<file path="src/hdl/qla_pkg.sv">
`timescale 1ns / 1ps
// ----------------------------------------------------------------------------
// qla_pkg
// Shared types and codes for the queued lock arbiter.
// ----------------------------------------------------------------------------
package qla_pkg;

  typedef enum logic [1:0] {
    CMD_LOCK   = 2'd0,
    CMD_EDIT   = 2'd1,
    CMD_UNLOCK = 2'd2,
    CMD_TICK   = 2'd3
  } cmd_t;

  typedef enum logic [2:0] {
    RSP_LOCK_OK   = 3'd0,
    RSP_ALREADY   = 3'd1,
    RSP_WAIT      = 3'd2,
    RSP_EDIT_OK   = 3'd3,
    RSP_NO_LOCK   = 3'd4,
    RSP_UNLOCKED  = 3'd5,
    RSP_FULL      = 3'd6
  } rsp_t;

  localparam int ADDR_W = 32;
  localparam int PORT_W = 16;
  localparam int TICKS_W = 16;
  localparam logic [TICKS_W-1:0] TIMEOUT_RESET = 16'd60;

  typedef struct packed {
    cmd_t              cmd;
    logic [ADDR_W-1:0] addr;
    logic [PORT_W-1:0] port;
  } item_t;

  typedef struct packed {
    logic  empty;
    logic  full;
    item_t head;
  } cmdq_status_t;

endpackage

</file>
<file path="src/hdl/qla_front.sv">
`timescale 1ns / 1ps
// ----------------------------------------------------------------------------
// qla_front
// Input stage: registers an accepted beat, decodes it and pushes it on.
// ----------------------------------------------------------------------------
module qla_front import qla_pkg::*; (
  input  logic                  clk,
  input  logic                  rst_n,
  input  logic                  in_valid,
  output logic                  in_stall,
  input  logic [1:0]            in_command,
  input  logic [ADDR_W-1:0]     in_client_addr,
  input  logic [PORT_W-1:0]     in_client_port,
  input  logic                  q_full,
  output logic                  push,
  output item_t                 push_item
);

  logic  fe_valid_r;
  item_t fe_item_r;
  logic  accept;

  assign in_stall  = fe_valid_r && q_full;
  assign accept    = in_valid && !in_stall;
  assign push      = fe_valid_r && !q_full;
  assign push_item = fe_item_r;

  always_ff @(posedge clk) begin
    if (!rst_n) begin
      fe_valid_r <= 1'b0;
    end else begin
      if (accept) begin
        fe_valid_r     <= 1'b1;
        fe_item_r.cmd  <= cmd_t'(in_command);
        // tick carries no client
        if (cmd_t'(in_command) == CMD_TICK) begin
          fe_item_r.addr <= '0;
          fe_item_r.port <= '0;
        end else begin
          fe_item_r.addr <= in_client_addr;
          fe_item_r.port <= in_client_port;
        end
      end else if (push) begin
        fe_valid_r <= 1'b0;
      end
    end
  end

endmodule

</file>
<file path="src/hdl/qla_cmdq.sv">
`timescale 1ns / 1ps
// ----------------------------------------------------------------------------
// qla_cmdq
// Two-entry command queue between the front stage and the engine.
// ----------------------------------------------------------------------------
module qla_cmdq import qla_pkg::*; (
  input  logic         clk,
  input  logic         rst_n,
  input  logic         push,
  input  item_t        push_item,
  input  logic         pop,
  output cmdq_status_t status
);

  item_t       slot_r [2];
  logic        wr_ptr_r;
  logic        rd_ptr_r;
  logic [1:0]  count_r;

  assign status.empty = (count_r == 2'd0);
  assign status.full  = (count_r == 2'd2);
  assign status.head  = slot_r[rd_ptr_r];

  always_ff @(posedge clk) begin
    if (push) begin
      slot_r[wr_ptr_r] <= push_item;
    end
  end

  always_ff @(posedge clk) begin
    if (!rst_n) begin
      wr_ptr_r <= 1'b0;
      rd_ptr_r <= 1'b0;
      count_r  <= 2'd0;
    end else begin
      if (push) begin
        wr_ptr_r <= !wr_ptr_r;
      end
      if (pop) begin
        rd_ptr_r <= !rd_ptr_r;
      end
      if (push && !pop) begin
        count_r <= count_r + 2'd1;
      end else if (pop && !push) begin
        count_r <= count_r - 2'd1;
      end
    end
  end

endmodule

</file>
<file path="src/hdl/qla_engine.sv">
`timescale 1ns / 1ps
// ----------------------------------------------------------------------------
// qla_engine
// Lock state, waiter FIFO and reply sequencer with output register.
// ----------------------------------------------------------------------------
module qla_engine import qla_pkg::*; #(
  parameter int QUEUE_DEPTH = 8
) (
  input  logic                clk,
  input  logic                rst_n,
  input  logic                cfg_valid,
  input  logic [TICKS_W-1:0]  cfg_timeout_ticks,
  input  cmdq_status_t        q_status,
  output logic                pop,
  output logic                out_valid,
  input  logic                out_stall,
  output logic [ADDR_W-1:0]   out_reply_addr,
  output logic [PORT_W-1:0]   out_dest_port,
  output logic [2:0]          out_response,
  output logic                out_last
);

  localparam int PTR_W = (QUEUE_DEPTH > 1) ? $clog2(QUEUE_DEPTH) : 1;
  localparam int CNT_W = $clog2(QUEUE_DEPTH + 1);
  localparam logic [PTR_W-1:0] LAST_SLOT = PTR_W'(QUEUE_DEPTH - 1);
  localparam logic [CNT_W-1:0] DEPTH_CNT = CNT_W'(QUEUE_DEPTH);

  typedef enum logic [1:0] {
    ST_IDLE,
    ST_GRANT,
    ST_REPLY
  } state_t;

  state_t                      state_r;
  logic [TICKS_W-1:0]          timeout_r;
  logic                        held_r;
  logic [ADDR_W-1:0]           holder_addr_r;
  logic [PORT_W-1:0]           holder_port_r;
  logic [TICKS_W-1:0]          timer_r;
  logic [PTR_W-1:0]            head_r;
  logic [PTR_W-1:0]            tail_r;
  logic [CNT_W-1:0]            count_r;
  logic                        unlock_r;
  logic [ADDR_W-1:0]           req_addr_r;
  logic [PORT_W-1:0]           req_port_r;
  logic [ADDR_W+PORT_W-1:0]    mem [QUEUE_DEPTH];
  logic [ADDR_W+PORT_W-1:0]    rd_data_r;

  logic                        out_valid_r;
  logic [ADDR_W-1:0]           out_addr_r;
  logic [PORT_W-1:0]           out_port_r;
  rsp_t                        out_rsp_r;
  logic                        out_last_r;

  item_t                       cur;
  logic                        out_free;
  logic                        out_load;
  logic                        is_holder;
  logic                        q_not_full;
  logic                        enq;

  assign cur        = q_status.head;
  assign out_free   = !out_valid_r || !out_stall;
  assign pop        = (state_r == ST_IDLE) && !q_status.empty && out_free;
  assign is_holder  = held_r && (holder_addr_r == cur.addr) && (holder_port_r == cur.port);
  assign q_not_full = (count_r < DEPTH_CNT);
  assign enq        = pop && (cur.cmd == CMD_LOCK) && held_r && !is_holder && q_not_full;
  // a beat loads on each pop but ticks and unlocks with waiters, and in grant/reply
  assign out_load   = (pop && (cur.cmd != CMD_TICK) &&
                       !((cur.cmd == CMD_UNLOCK) && (count_r != '0))) ||
                      ((state_r != ST_IDLE) && out_free);

  assign out_valid      = out_valid_r;
  assign out_reply_addr = out_addr_r;
  assign out_dest_port  = out_port_r;
  assign out_response   = out_rsp_r;
  assign out_last       = out_last_r;

  function automatic logic [PTR_W-1:0] next_slot(input logic [PTR_W-1:0] p);
    return (p == LAST_SLOT) ? '0 : p + PTR_W'(1);
  endfunction

  always_ff @(posedge clk) begin
    if (enq) begin
      mem[tail_r] <= {cur.addr, cur.port};
    end
    rd_data_r <= mem[head_r];
  end

  always_ff @(posedge clk) begin
    if (!rst_n) begin
      state_r       <= ST_IDLE;
      timeout_r     <= TIMEOUT_RESET;
      held_r        <= 1'b0;
      holder_addr_r <= '0;
      holder_port_r <= '0;
      timer_r       <= '0;
      head_r        <= '0;
      tail_r        <= '0;
      count_r       <= '0;
      unlock_r      <= 1'b0;
      out_valid_r   <= 1'b0;
    end else begin
      if (cfg_valid) begin
        timeout_r <= cfg_timeout_ticks;
      end
      if (out_load) begin
        out_valid_r <= 1'b1;
      end else if (!out_stall) begin
        out_valid_r <= 1'b0;
      end
      unique case (state_r)
        ST_IDLE: begin
          if (pop) begin
            req_addr_r <= cur.addr;
            req_port_r <= cur.port;
            unique case (cur.cmd)
              CMD_LOCK: begin
                out_addr_r  <= cur.addr;
                out_port_r  <= cur.port;
                out_last_r  <= 1'b1;
                if (!held_r) begin
                  held_r        <= 1'b1;
                  holder_addr_r <= cur.addr;
                  holder_port_r <= cur.port;
                  timer_r       <= timeout_r;
                  out_rsp_r     <= RSP_LOCK_OK;
                end else if (is_holder) begin
                  out_rsp_r <= RSP_ALREADY;
                end else if (q_not_full) begin
                  tail_r    <= next_slot(tail_r);
                  count_r   <= count_r + CNT_W'(1);
                  out_rsp_r <= RSP_WAIT;
                end else begin
                  out_rsp_r <= RSP_FULL;
                end
              end
              CMD_EDIT: begin
                out_addr_r  <= cur.addr;
                out_port_r  <= cur.port;
                out_last_r  <= 1'b1;
                if (is_holder) begin
                  timer_r   <= timeout_r;
                  out_rsp_r <= RSP_EDIT_OK;
                end else begin
                  out_rsp_r <= RSP_NO_LOCK;
                end
              end
              CMD_UNLOCK: begin
                held_r <= 1'b0;
                if (count_r == '0) begin
                  out_addr_r  <= cur.addr;
                  out_port_r  <= cur.port;
                  out_rsp_r   <= RSP_UNLOCKED;
                  out_last_r  <= 1'b1;
                end else begin
                  unlock_r <= 1'b1;
                  state_r  <= ST_GRANT;
                end
              end
              CMD_TICK: begin
                if (held_r) begin
                  if (timer_r <= TICKS_W'(1)) begin
                    timer_r <= '0;
                    held_r  <= 1'b0;
                    if (count_r != '0) begin
                      unlock_r <= 1'b0;
                      state_r  <= ST_GRANT;
                    end
                  end else begin
                    timer_r <= timer_r - TICKS_W'(1);
                  end
                end
              end
              default: ;
            endcase
          end
        end
        ST_GRANT: begin
          if (out_free) begin
            held_r        <= 1'b1;
            holder_addr_r <= rd_data_r[ADDR_W+PORT_W-1:PORT_W];
            holder_port_r <= rd_data_r[PORT_W-1:0];
            timer_r       <= timeout_r;
            head_r        <= next_slot(head_r);
            count_r       <= count_r - CNT_W'(1);
            out_addr_r    <= rd_data_r[ADDR_W+PORT_W-1:PORT_W];
            out_port_r    <= rd_data_r[PORT_W-1:0];
            out_rsp_r     <= RSP_LOCK_OK;
            out_last_r    <= !unlock_r;
            state_r       <= unlock_r ? ST_REPLY : ST_IDLE;
          end
        end
        ST_REPLY: begin
          if (out_free) begin
            out_addr_r  <= req_addr_r;
            out_port_r  <= req_port_r;
            out_rsp_r   <= RSP_UNLOCKED;
            out_last_r  <= 1'b1;
            state_r     <= ST_IDLE;
          end
        end
        default: state_r <= ST_IDLE;
      endcase
    end
  end

`ifndef SYNTH
  a_count_bound: assert property (@(posedge clk) disable iff (!rst_n)
    count_r <= DEPTH_CNT)
    else $error("waiter count exceeds depth");

  a_grant_has_waiter: assert property (@(posedge clk) disable iff (!rst_n)
    (state_r == ST_GRANT) |-> (count_r != '0) && !held_r)
    else $error("grant step without waiter or with lock held");

  a_reply_after_grant: assert property (@(posedge clk) disable iff (!rst_n)
    (state_r == ST_REPLY) |-> held_r && out_valid_r)
    else $error("unlock reply without new holder");

  a_enq_not_full: assert property (@(posedge clk) disable iff (!rst_n)
    enq |=> (count_r == $past(count_r) + CNT_W'(1)))
    else $error("enqueue did not advance count");
`endif

endmodule

</file>
<file path="src/hdl/queued_lock_arbiter_with_timeout.sv">
`timescale 1ns / 1ps
// ----------------------------------------------------------------------------
// queued_lock_arbiter_with_timeout
// Exclusive lock with a FIFO of waiters and an inactivity timeout.
// ----------------------------------------------------------------------------
// Usage:
//   Input beats (in_*) carry a command and a client; result beats (out_*)
//   carry a reply to a client, with out_last on the final reply of a command.
//   A tick gives a reply only when it hands the lock on to a waiter.
//   cfg_valid writes the timeout in ticks; cfg_ready is always high. Write
//   it only while no command is in flight.
// Path: front register, command queue, then the engine's output register.
// Throughput: one command per cycle when the reply is a single beat and no
//   result is stalled. A release that hands the lock to a waiter passes a
//   grant state (waiter FIFO memory read), an unlock then a reply state.
// Reset: lock free, waiter FIFO empty, timeout 60 ticks.
// Stall: a stalled result holds its beat; the front register and a two-entry
//   command queue keep taking input until both are full, then in_stall rises.
// ----------------------------------------------------------------------------
module queued_lock_arbiter_with_timeout import qla_pkg::*; #(
  parameter int QUEUE_DEPTH = 8
) (
  input  logic                clk,
  input  logic                rst_n,
  input  logic                cfg_valid,
  output logic                cfg_ready,
  input  logic [TICKS_W-1:0]  cfg_timeout_ticks,
  input  logic                in_valid,
  output logic                in_stall,
  input  logic [1:0]          in_command,
  input  logic [ADDR_W-1:0]   in_client_addr,
  input  logic [PORT_W-1:0]   in_client_port,
  output logic                out_valid,
  input  logic                out_stall,
  output logic [ADDR_W-1:0]   out_reply_addr,
  output logic [PORT_W-1:0]   out_dest_port,
  output logic [2:0]          out_response,
  output logic                out_last
);

  logic         push;
  item_t        push_item;
  logic         pop;
  cmdq_status_t q_status;

  assign cfg_ready = 1'b1;

  qla_front u_front (
    .clk            (clk),
    .rst_n          (rst_n),
    .in_valid       (in_valid),
    .in_stall       (in_stall),
    .in_command     (in_command),
    .in_client_addr (in_client_addr),
    .in_client_port (in_client_port),
    .q_full         (q_status.full),
    .push           (push),
    .push_item      (push_item)
  );

  qla_cmdq u_cmdq (
    .clk       (clk),
    .rst_n     (rst_n),
    .push      (push),
    .push_item (push_item),
    .pop       (pop),
    .status    (q_status)
  );

  qla_engine #(
    .QUEUE_DEPTH (QUEUE_DEPTH)
  ) u_engine (
    .clk               (clk),
    .rst_n             (rst_n),
    .cfg_valid         (cfg_valid),
    .cfg_timeout_ticks (cfg_timeout_ticks),
    .q_status          (q_status),
    .pop               (pop),
    .out_valid         (out_valid),
    .out_stall         (out_stall),
    .out_reply_addr    (out_reply_addr),
    .out_dest_port     (out_dest_port),
    .out_response      (out_response),
    .out_last          (out_last)
  );

endmodule

</file>
<file path="config.mk">
export PLATFORM = sky130hd
export DESIGN_NAME = queued_lock_arbiter_with_timeout
export DESIGN_NICKNAME = d
export VERILOG_FILES = /design/src/hdl/qla_pkg.sv /design/src/hdl/qla_front.sv /design/src/hdl/qla_cmdq.sv /design/src/hdl/qla_engine.sv /design/src/hdl/queued_lock_arbiter_with_timeout.sv
export SDC_FILE = /design/constraint.sdc
export NUM_CORES = 1
export LEC_CHECK = 0
export BUFFER_PORTS_ARGS = -buffer_cell sky130_fd_sc_hd__buf_2
export CORE_MARGIN = 4
export CORE_UTILIZATION = 45
export CTS_BUF_LIST = sky130_fd_sc_hd__clkbuf_8
export DETAILED_ROUTE_END_ITERATION = 7
export GPL_ROUTABILITY_DRIVEN = 0
export SLEW_MARGIN = 20
export SYNTH_ARGS = -nofsm -noshare
export SYNTH_HDL_FRONTEND = slang
export SYNTH_HIERARCHICAL = 1
export SYNTH_SLANG_ARGS = --single-unit
</file>
<file path="constraint.sdc">
create_clock -name clk -period 8.4 [get_ports clk]
set_input_delay 2.1 -clock clk [delete_from_list [all_inputs] [get_ports clk]]
set_output_delay 2.1 -clock clk [all_outputs]
set_load 0.02 [all_outputs]
</file>
# After elaboration in Yosys (flattened, before gate mapping)
# Memories as Yosys holds them, arrays and structs flattened. A register that Yosys moved wholly into a read port is not among the register bits.
# Index checks and enable logic that the tools add are counted.
# word_totals
ff_bits	250
ram_bits	484
out_inout_bits	55
elab_cells	213
memories	2
# mem_list
memory	depth	width	rd	rd_ports_with_merged_regs	wr	line	rtl
u_engine.mem	8	48	1	1	1	qla_engine.sv:46	logic [ADDR_W+PORT_W-1:0] mem [QUEUE_DEPTH];
u_cmdq.slot_r	2	50	1	1	1	qla_cmdq.sv:15	item_t slot_r [2];
# op_classes
n_addsub	7
n_lt_le_gt_ge	2
n_eq_ne	37
mux	85
n_bitwise	1
n_reduce_logical	55
# ops
operator	count
$mux 32	7
$mux 16	13
$pmux 32 s2	2
$pmux 16 s2	3
$pmux 16 s3	2
$pmux 32 s3	1
$reduce_and 7->1	5
$eq 32x32->1	1
$mux 3	10
$mux 4	6
$mux 1	21
$ne 3x3->1 const B	7
$mux 2	10
$pmux 3 s3	2
$logic_and 1x1->1	17
$eq 16x16->1	1
$le 16x1->1 const B	1
$ne 2x1->1 const B	8
$sub 16x1->16 const B	1
$logic_not 1->1	12
$ne 2x2->1 const B	6
$ne 4x4->1 const B	3
$eq 2x2->1 const B	5
$reduce_bool 2->1	5
27 further kinds	38

# Depth between registers and ports, before layout
# Gate-level depths: netlist (run 1).
# logic_depth
word_depth	10
depth_mapped	13

# Hierarchy
# Netlist (run 1), hierarchy kept.
# by_module_without_submodules
mod	instances	cells_per_inst	area_per_inst_um2	seq_area_each_um2
qla_engine	1	1563	24878.9	17396.7
qla_cmdq	1	178	3814.9	3103.0
qla_front	1	110	1954.4	1521.5
queued_lock_arbiter_with_timeout	1	2	11.3	0.0

# Least setup slack after synthesis (run 1)
# Ideal clock, no wire load.
# synth_path
kind	input to register
startpoint	in out_stall
endpoint	mem u_engine/mem[2][0] (netlist name), enable pin
setup_time_ps	590
t_arrival_ps	8054
required_time_ps	7810
path_slack_ps	-244
cell_stages	7
path_buffers	1
path_cell_list	nand2_1 > nand2b_1 > or2_2 > clkbuf_1 > inv_1 > nand2_1 > nor4b_1
# synth_via
elab_chain_len	9
# synth_rtl
item	line	rtl
start, declared	queued_lock_arbiter_with_timeout.sv:34	input logic out_stall,
$logic_not 1->1	qla_engine.sv:63	assign out_free = !out_valid_r || !out_stall;
$logic_or 1x1->1	qla_engine.sv:63	
$logic_and 1x1->1	qla_engine.sv:64	assign pop = (state_r == ST_IDLE) && !q_status.empty && out_free;
net pop	queued_lock_arbiter_with_timeout.sv:43	logic pop;
$logic_and 1x1->1 (4 in a row)	qla_engine.sv:67	assign enq = pop && (cur.cmd == CMD_LOCK) && held_r && !is_holder && q_not_full;
$mux 1	qla_engine.sv:84	if (enq) begin
$mux 1 (not written as such)	qla_engine.sv:85	mem[tail_r] <= {cur.addr, cur.port};
end, declared	qla_engine.sv:46	
# The timed path passes the listed nets, and every way through them passes these cells.

==> results.cfg, run 1 <==
[final_layout]
finalNonFillerCells = 3014
post-route-util_pct = 51.6
final_common_cell = edfxtp_1
num-fill-cells = 5552
final_net_count = 2125
drive_above_1_share_pct = 26.5
final_cell_mix = 634 x edfxtp_1, 145 x dfxtp_1, 144 x clkbuf_8, 131 x nor2_1, 124 x buf_2
area.growth.synth_to_final_pct = 13.4

[floorplanning]
fp.dieH_um = 269
fp.dieW_um = 269
io_pins = 126
core_region_area_sq_um = 67400
start_util_pct = 45.5
num_rows = 95
dieArea_sq_um = 72400

[setup_path]
cp.depth = 10
critical_path_arrival_ps = 5340
crit_path_max_fanout = 50
max_stage_delay_ps = 660
r2r-end = u_engine/mem[7][14]
timing.critical_path.to_type = flip-flop
cpMaxStageDelayCell = buf_4
critPathCapture = u_engine/mem[7][14]
r2r_setup_slack_ps = 3430
path_buf_inv = 2
crit_chain = buf_4 -> mux2_2 -> xnor2_1 -> nand4_1 -> or4_4 -> nor4_4 -> a21oi_1 -> nand2_1 -> nor3_2 -> buf_4
start_kind = flip-flop
crit_family = simple AND/OR/NAND/NOR gates
path_common_cell = buf_4
reg2reg_depth = 10
path_class = reg -> reg
cp_data_required_time_ps = 8770

[clock_network]
cts-root-buf = clkbuf_8
clk_latency_ps = 790
cts.path.max_buffers = 3
htreeDepth = 4
cts_buffers = 132
cts_setup_buffers = 0
clock_sinks = 783
cts_tree = built
cts_resized = 0
holdBufCountCts = 0
path_clk_slew_ps = 60

[routing]
vias = 16900
routed_wl_mm = 69.9
drt_iter0_markers = 1220
dr.pass1.iters = 5
drcViolationCount = 0
vias_per_cell = 5.59
drt-wirelength-per-cell_um = 23.2
antenna_left = 0

[run_status]
status = finished, final reports clean

[pwr]
power.total_w = 0.00956
p_leak_nw = 11.5
power_density_nw_per_um2 = 275
vdd_drop_max_mv = 0.138

[hold_path]
hold_path.class = reg -> reg

[yosys]
ys_seq_area_share_pct = 71.8
synth_ff_type = edfxtp_1
async_reset_ff_share_pct = 0
yosys_warnings = 6
synth.distinct_cells = 66
ys_ff_latch = 783
synth_area_per_cell_sq_um = 16.5
synth_largest_area_cell = edfxtp_1
netlist_instances = 1853
synth_edf_count = 634
synthesis.area_sq_um = 30700
synth_fp_nets = 1942
synth.area.top_cells = edfxtp_1 62%, dfxtp_1 9.7%, mux4_2 7.1%
yosysTopAreaCellShare_pct = 62.1

[timing]
rsz0062_at_grt = no
worst_pin_slew_ps = 1000
drv_slew = 0
hold_ws_ps = 418
setup_viol = 0
finalHoldViolCount = 0
fin_tns_setup_ps = 0
period_share_pct = 59.2
relSlewSlack_pct = 33.3
fmax_mhz = 201
fin_skew_ps = 57.6
fin_crit_ps = 4970

[place]
port_buffers = 124
post-place-cells = 2775
hpwlAfterDp_mm = 39.5

[grt]
grt_max_degree = 100
grt_pass1_vias = 17500
grt-ovfl-total = 0
antenna_found_initial = 1
grt_use_total_pct = 19.5
grt_pass1_wl_mm = 105

[run]
drv_cap = 0
[kinds of logic (layout without fill, tap and decap cells)]
family / Yosys count / after routing / share of synthesized area (%)
compound gates: 254 / 254 / 5.49
xor+xnor: 41 / 41 / 1.17
fa+ha+maj: 18 / 18 / 0.759
buf+inv: 129 / 415 / 1.75
flops: 783 / 783 / 71.8
mux: 257 / 257 / 12.7
other cells: 1 / 3 / 0.0122
simple gates: 370 / 370 / 6.28
[through the flow]
step           area (sq um)  setup slack (ps)
2_1_floorplan         30700              -240
3_3_place_gp          32300              3620
3_5_place_dp          32300              3540
4_1_cts               34800              3490
5_1_grt               34800              3280
6_report              34800              3430
[registers in the layout, summed over array words and instances, names as in the netlist, 32 cells and up, named ones only]
| name | flops |
|---|---|
| u_engine/mem | 384 |
| u_cmdq/slot_r | 100 |
| u_front/push_item | 50 |
| u_engine/rd_data_r | 48 |
| u_engine/holder_addr_r | 32 |
| u_engine/out_reply_addr | 32 |
| u_engine/req_addr_r | 32 |
[power by group]
group,total (W),internal (W),switching [W]
clock,0.00313,0.00160,0.00153
sequential,0.00478,0.00466,0.000121
combinational,0.00165,0.000505,0.00114
total,0.00956,0.00677,0.00279
[layer usage]
layer | vias to the layer above | GRT usage (%) | routed length (um)
met5 | - | 0 | 0
met4 | 0 | 7.50 | 1880
met3 | 124 | 4.79 | 3960
met2 | 530 | 31.7 | 33900
met1 | 8612 | 25.5 | 30200
li1 | 7584 | - | -
[synthesized netlist by cell type, types with 3 or more instances]
cell type    n
nor4_1       7
mux4_2      96
nand3_1     25
nand2b_1    30
xor2_1       4
o2111ai_1    4
mux2_2      95
nor2_1     134
nand4_1     18
a211oi_1    48
or2_2        3
a31oi_1      4
or4_1        6
buf_1       13
xnor2_1     37
nor2b_1      5
o211ai_1     6
and2_1      39
a21o_1       3
dfxtp_1    149
mux2i_1     63
nor3_1      18
a32o_1       3
and2_4      20
clkbuf_1    73
inv_1       25
ha_1        17
edfxtp_1   634
or3_1        5
a22oi_1     49
a311oi_1     3
buf_2       12
nand2_1     43
mux2_1       3
o21ai_0     17
nor4b_1      5
a21oi_1     82
o31ai_1     19
[worst min path at each step]
stage	startpoint	to	slack (ps)	cells past startpoint
after floorplan	u_front/push_item[0]	u_cmdq/slot_r[0][0]	420	0
after global routing	u_front/push_item[14]	u_cmdq/slot_r[1][14]	440	0
after CTS	u_front/push_item[14]	u_cmdq/slot_r[1][14]	420	0
after global placement	u_front/push_item[23]	u_cmdq/slot_r[0][23]	420	0
final	u_front/push_item[14]	u_cmdq/slot_r[1][14]	420	0
after detailed placement	u_front/push_item[19]	u_cmdq/slot_r[0][19]	430	0
[area by class of cell]
cell class | instances | area, sq um | area share [%]
diodes | 2 | 5.00 | 0.0144
clock buffers | 144 | 1980 | 5.70
clock inverters | 93 | 492 | 1.41
inverters | 26 | 97.6 | 0.281
multi-input cells | 941 | 8230 | 23.7
flip-flops and latches | 783 | 22000 | 63.4
well taps | 873 | 1090 | 3.14
repair buffers | 152 | 835 | 2.40
No activity file was read; power rests on OpenSTA's default activity.
==> run 2, diff against run 1 <==
- clock period: 8.4 -> 4.57 ns (I/O delays scaled with it)
==> results.cfg, run 2 (same netlist as run 1, synthesis figures left out) <==
[routing]
antenna_left = 0
vias_per_cell = 5.61
drcViolationCount = 0
drt_iter0_markers = 1552
dr.pass1.iters = 5
vias = 17000
routed_wl_mm = 73.7
drt-wirelength-per-cell_um = 24.3

[clock_network]
cts_setup_buffers = 0
cts_tree = built
holdBufCountCts = 0
clock_sinks = 783
cts_buffers = 134
cts.path.max_buffers = 3
path_clk_slew_ps = 60
cts-root-buf = clkbuf_8
cts_resized = 0
clk_latency_ps = 800
htreeDepth = 4

[floorplanning]
core_region_area_sq_um = 67400
dieArea_sq_um = 72400
fp.dieH_um = 269
io_pins = 126
num_rows = 95
start_util_pct = 45.5
fp.dieW_um = 269

[place]
hpwlAfterDp_mm = 43.5
port_buffers = 124
postPlaceCellArea_sq_um = 32600

[timing]
fin_crit_ps = 4150
fmax_mhz = 241
rsz0062_at_grt = no
fin_skew_ps = 38.1
worst_pin_slew_ps = 1120
relSlewSlack_pct = 25.6
drv_slew = 0
period_share_pct = 90.8
setup_viol = 0
fin_tns_setup_ps = 0
finalHoldViolCount = 0

[setup_path]
max_stage_delay_ps = 550
critical_path_arrival_ps = 4640
path_class = reg -> reg
cpMaxStageDelayCell = or4_4
path_common_cell = buf_4
crit_path_max_fanout = 18
crit_chain = buf_4 -> mux2_2 -> xnor2_1 -> nand4_1 -> or4_4 -> nor4_4 -> a21oi_1 -> nand2_1 -> buf_4 -> nor3_2 -> buf_4
cp_data_required_time_ps = 5060
start_kind = flip-flop
timing.critical_path.to_type = flip-flop

[pwr]
power_density_nw_per_um2 = 517
power.share.sequential_pct = 48.2
p_comb_share_pct = 17.3
switchingPower_w = 0.00528
switching_share_pct = 28.9
pwr-share-clk_pct = 34.5
p_leak_nw = 11.7
internal_power_w = 0.0130
vdd_drop_max_mv = 0.268

[grt]
grt_pass1_wl_mm = 111
grt_use_met2_pct = 33.8
grt_max_degree = 97
grtUsageMet3_pct = 4.71
grt_pass1_vias = 17700
top_usage_layer = met2
grt_use_total_pct = 20.8
grt-ovfl-total = 0
antenna_found_initial = 1
grt.met1_usage_pct = 28.0

[final_layout]
final_cell_mix = 634 x edfxtp_1, 155 x clkbuf_8, 145 x dfxtp_1, 131 x nor2_1, 124 x buf_2
final_common_cell = edfxtp_1
stdcell_area_sq_um = 35400
top_register = u_engine/mem
area.growth.synth_to_final_pct = 15.4
largest_reg_flops = 384
drive_above_1_share_pct = 27.8
final_net_count = 2143

[hold_path]
hold_path.class = reg -> reg

[run_status]
status = finished, final reports clean

[run]
drv_cap = 0
## run 2: through the flow
stage	power (W)	worst slack [ps]	instances	util, %	hold WS, ps
floorplan	0.0109	-1420	1853	-	421
global placement	0.0120	532	2791	48.4	422
detailed placement	0.0121	467	2791	48.4	430
CTS	0.0185	411	3036	52.5	430
global route	0.0192	301	3037	52.5	452
finish	0.0183	420	3037	52.5	440
## run 2: metal layers
layer	part of all wire, %	vias to the layer above
li1	-	7635
met1	42	8689
met2	49	582
met3	6.3	134
met4	2.7	0
met5	0	-
## run 2: area by class of cell
class	instances	area, sq um
Clock inverter	90	612
Tap cell	873	1090
Clock buffer	155	2130
Timing Repair Buffer	168	1140
Antenna cell	1	2.50
Inverter	26	97.6
Fill cell	5491	32000
Sequential cell	783	22000
Multi-Input combinational cell	941	8270
## run 2: power by group through the flow
stage	clock [W]	combinational (W)	sequential (W)
floorplan	0	0.00196	0.00896
global placement	0	0.00310	0.00895
detailed placement	0	0.00317	0.00896
CTS	0.00650	0.00318	0.00882
global route	0.00686	0.00345	0.00885
finish	0.00631	0.00315	0.00881
## run 2: worst paths after layout
| path | start | endpoint | slack [ps] | depth (start not counted) |
|---|---|---|---|---|
| min reg2reg | u_front/push_item[24] | u_cmdq/slot_r[1][24] | 440 | 0 |
| min | u_front/push_item[24] | u_cmdq/slot_r[1][24] | 440 | 0 |
| max reg2reg | flip-flop | u_engine/mem[6][42] | 420 | 11 |
| max | flip-flop | u_engine/mem[6][42] | 420 | 11 |
## run 2: critical path: cells and delay by family (launching register included)
kind	cells	cell delay, ps
AND/OR/NAND/NOR	5	1390
multiplexers	1	480
buffers and inverters	3	800
XOR/XNOR	1	490
AO/OA/AOI/OAI	1	240
flip-flops	1	390
==> run 3, diff against run 2 <==
- CORE_UTILIZATION: 45 -> 50
- PLACE_DENSITY: unset -> 0.69
==> results.cfg, run 3 (same netlist as run 1, synthesis figures left out) <==
[run_status]
status = finished, final reports clean

[clock_network]
clock_sinks = 783
cts_tree = built
cts_resized = 0
cts_setup_buffers = 0
htreeDepth = 3
cts-root-buf = clkbuf_8
path_clk_slew_ps = 60
clk_latency_ps = 740
cts_buffers = 118
holdBufCountCts = 0
cts.path.max_buffers = 3

[setup_path]
critPathCapture = u_engine/mem[4][11]
reg2reg_depth = 11
crit_path_max_fanout = 31
path_class = reg -> reg
r2r_setup_slack_ps = 350
cpMaxStageDelayCell = or4_4
timing.critical_path.to_type = flip-flop
r2r-end = u_engine/mem[4][11]
crit_chain = buf_12 -> mux2_2 -> xnor2_1 -> nand4_1 -> or4_4 -> nor4_4 -> a21oi_1 -> nand2_1 -> buf_4 -> nor4_4 -> buf_4
start_kind = flip-flop
critical_path_arrival_ps = 4600
max_stage_delay_ps = 620
cp_data_required_time_ps = 4950

[final_layout]
largest_reg_flops = 384
area.growth.synth_to_final_pct = 13.2
final_common_cell = edfxtp_1
top_register = u_engine/mem
final_net_count = 2128
drive_above_1_share_pct = 26.3
stdcell_area_sq_um = 34700
final_cell_mix = 634 x edfxtp_1, 145 x dfxtp_1, 133 x clkbuf_8, 131 x nor2_1, 124 x buf_2

[timing]
drv_slew = 0
fin_crit_ps = 4220
worst_slack_ps = 352
finalHoldViolCount = 0
setup_viol = 0
fmax_mhz = 237
hold_ws_ps = 443
period_share_pct = 92.3
rsz0062_at_grt = no
relSlewSlack_pct = 27.1
fin_skew_ps = 46.8
worst_pin_slew_ps = 1090

[routing]
dr.pass1.iters = 6
drcViolationCount = 0
vias = 17100
vias_per_cell = 5.85
drt_iter0_markers = 1670
antenna_left = 0
drt-wirelength-per-cell_um = 24.2
routed_wl_mm = 70.7

[place]
pre_cts_slack_ps = 464
postPlaceCellArea_sq_um = 32400
hpwlAfterDp_mm = 41.4
port_buffers = 124

[pwr]
p_leak_nw = 11.5
vdd_drop_max_mv = 0.276
power_density_nw_per_um2 = 499

[floorplanning]
core_region_area_sq_um = 60600
io_pins = 126
start_util_pct = 50.6
dieArea_sq_um = 65300
fp.dieH_um = 256
fp.dieW_um = 256
num_rows = 90

[grt]
grt_use_total_pct = 21.3
grt_pass1_wl_mm = 106
grt_max_degree = 88
antenna_found_initial = 3
grt-ovfl-total = 0
grt_pass1_vias = 17300

[run]
drv_cap = 0

[hold_path]
hold_path.class = reg -> reg
hp-start = u_front/push_item[47]
[run 3: cell count changes in the layout (fill, tap and decap cells not counted)]
cell,before,now
buf_4,29,36
clkbuf_8,155,133
clkinv_2,15,11
clkinvlp_4,3,1
buf_12,15,8
inv_1,73,86
clkinv_8,3,2
bufinv_16,5,2
inv_6,3,2
buf_6,0,1
clkinv_1,7,11
inv_12,3,0
inv_8,3,0
[run 3: final cells by class]
cell class / count / area [sq um]
inverter: 26 / 97.6
timing repair buffer: 169 / 1060
multi-input combinational: 941 / 8270
fill: 4647 / 25900
clock buffer: 133 / 1830
clock inverter: 90 / 443
sequential: 783 / 22000
antenna: 1 / 2.50
tap: 782 / 978
[run 3: worst min-delay path by stage]
stage	endpoint	cells past startpoint
global route	u_cmdq/slot_r[0][47]	0
detailed placement	u_cmdq/slot_r[1][15]	0
floorplan	u_cmdq/slot_r[0][0]	0
global placement	u_cmdq/slot_r[0][21]	0
finish	u_cmdq/slot_r[0][47]	0
CTS	u_cmdq/slot_r[1][15]	0
[run 3: layer usage]
| layer | vias up | share of wire, % | global-route usage [%] |
|---|---|---|---|
| li1 | 7586 | - | - |
| met1 | 8702 | 42 | 29.1 |
| met2 | 691 | 48 | 33.4 |
| met3 | 122 | 7.3 | 4.56 |
| met4 | 0 | 3.5 | 9.08 |
| met5 | - | 0 | 0 |
[run 3: stage by stage]
| stage | setup TNS (ps) | power (W) | cells | utilization (%) |
|---|---|---|---|---|
| global route | 0 | 0.0181 | 2925 | 57.3 |
| CTS | 0 | 0.0174 | 2924 | 57.3 |
| global placement | 0 | 0.0120 | 2700 | 53.5 |
| detailed placement | 0 | 0.0120 | 2701 | 53.5 |
| finish | 0 | 0.0173 | 2925 | 57.3 |
| floorplan | -379160 | 0.0109 | 1853 | - |
[run 3: critical path: cells and delay by family (launching register included)]
kind            cells  cell delay, ps
mux                 1             470
simple gates        5            1530
xor+xnor            1             360
compound gates      1             230
flops               1             370
buf+inv             3             840
[run 3: report_power, final]
group	internal (W)	switching [W]
Clock	0.00278	0.00260
Combinational	0.00101	0.00213
Sequential	0.00857	0.000229
Total	0.0124	0.00496
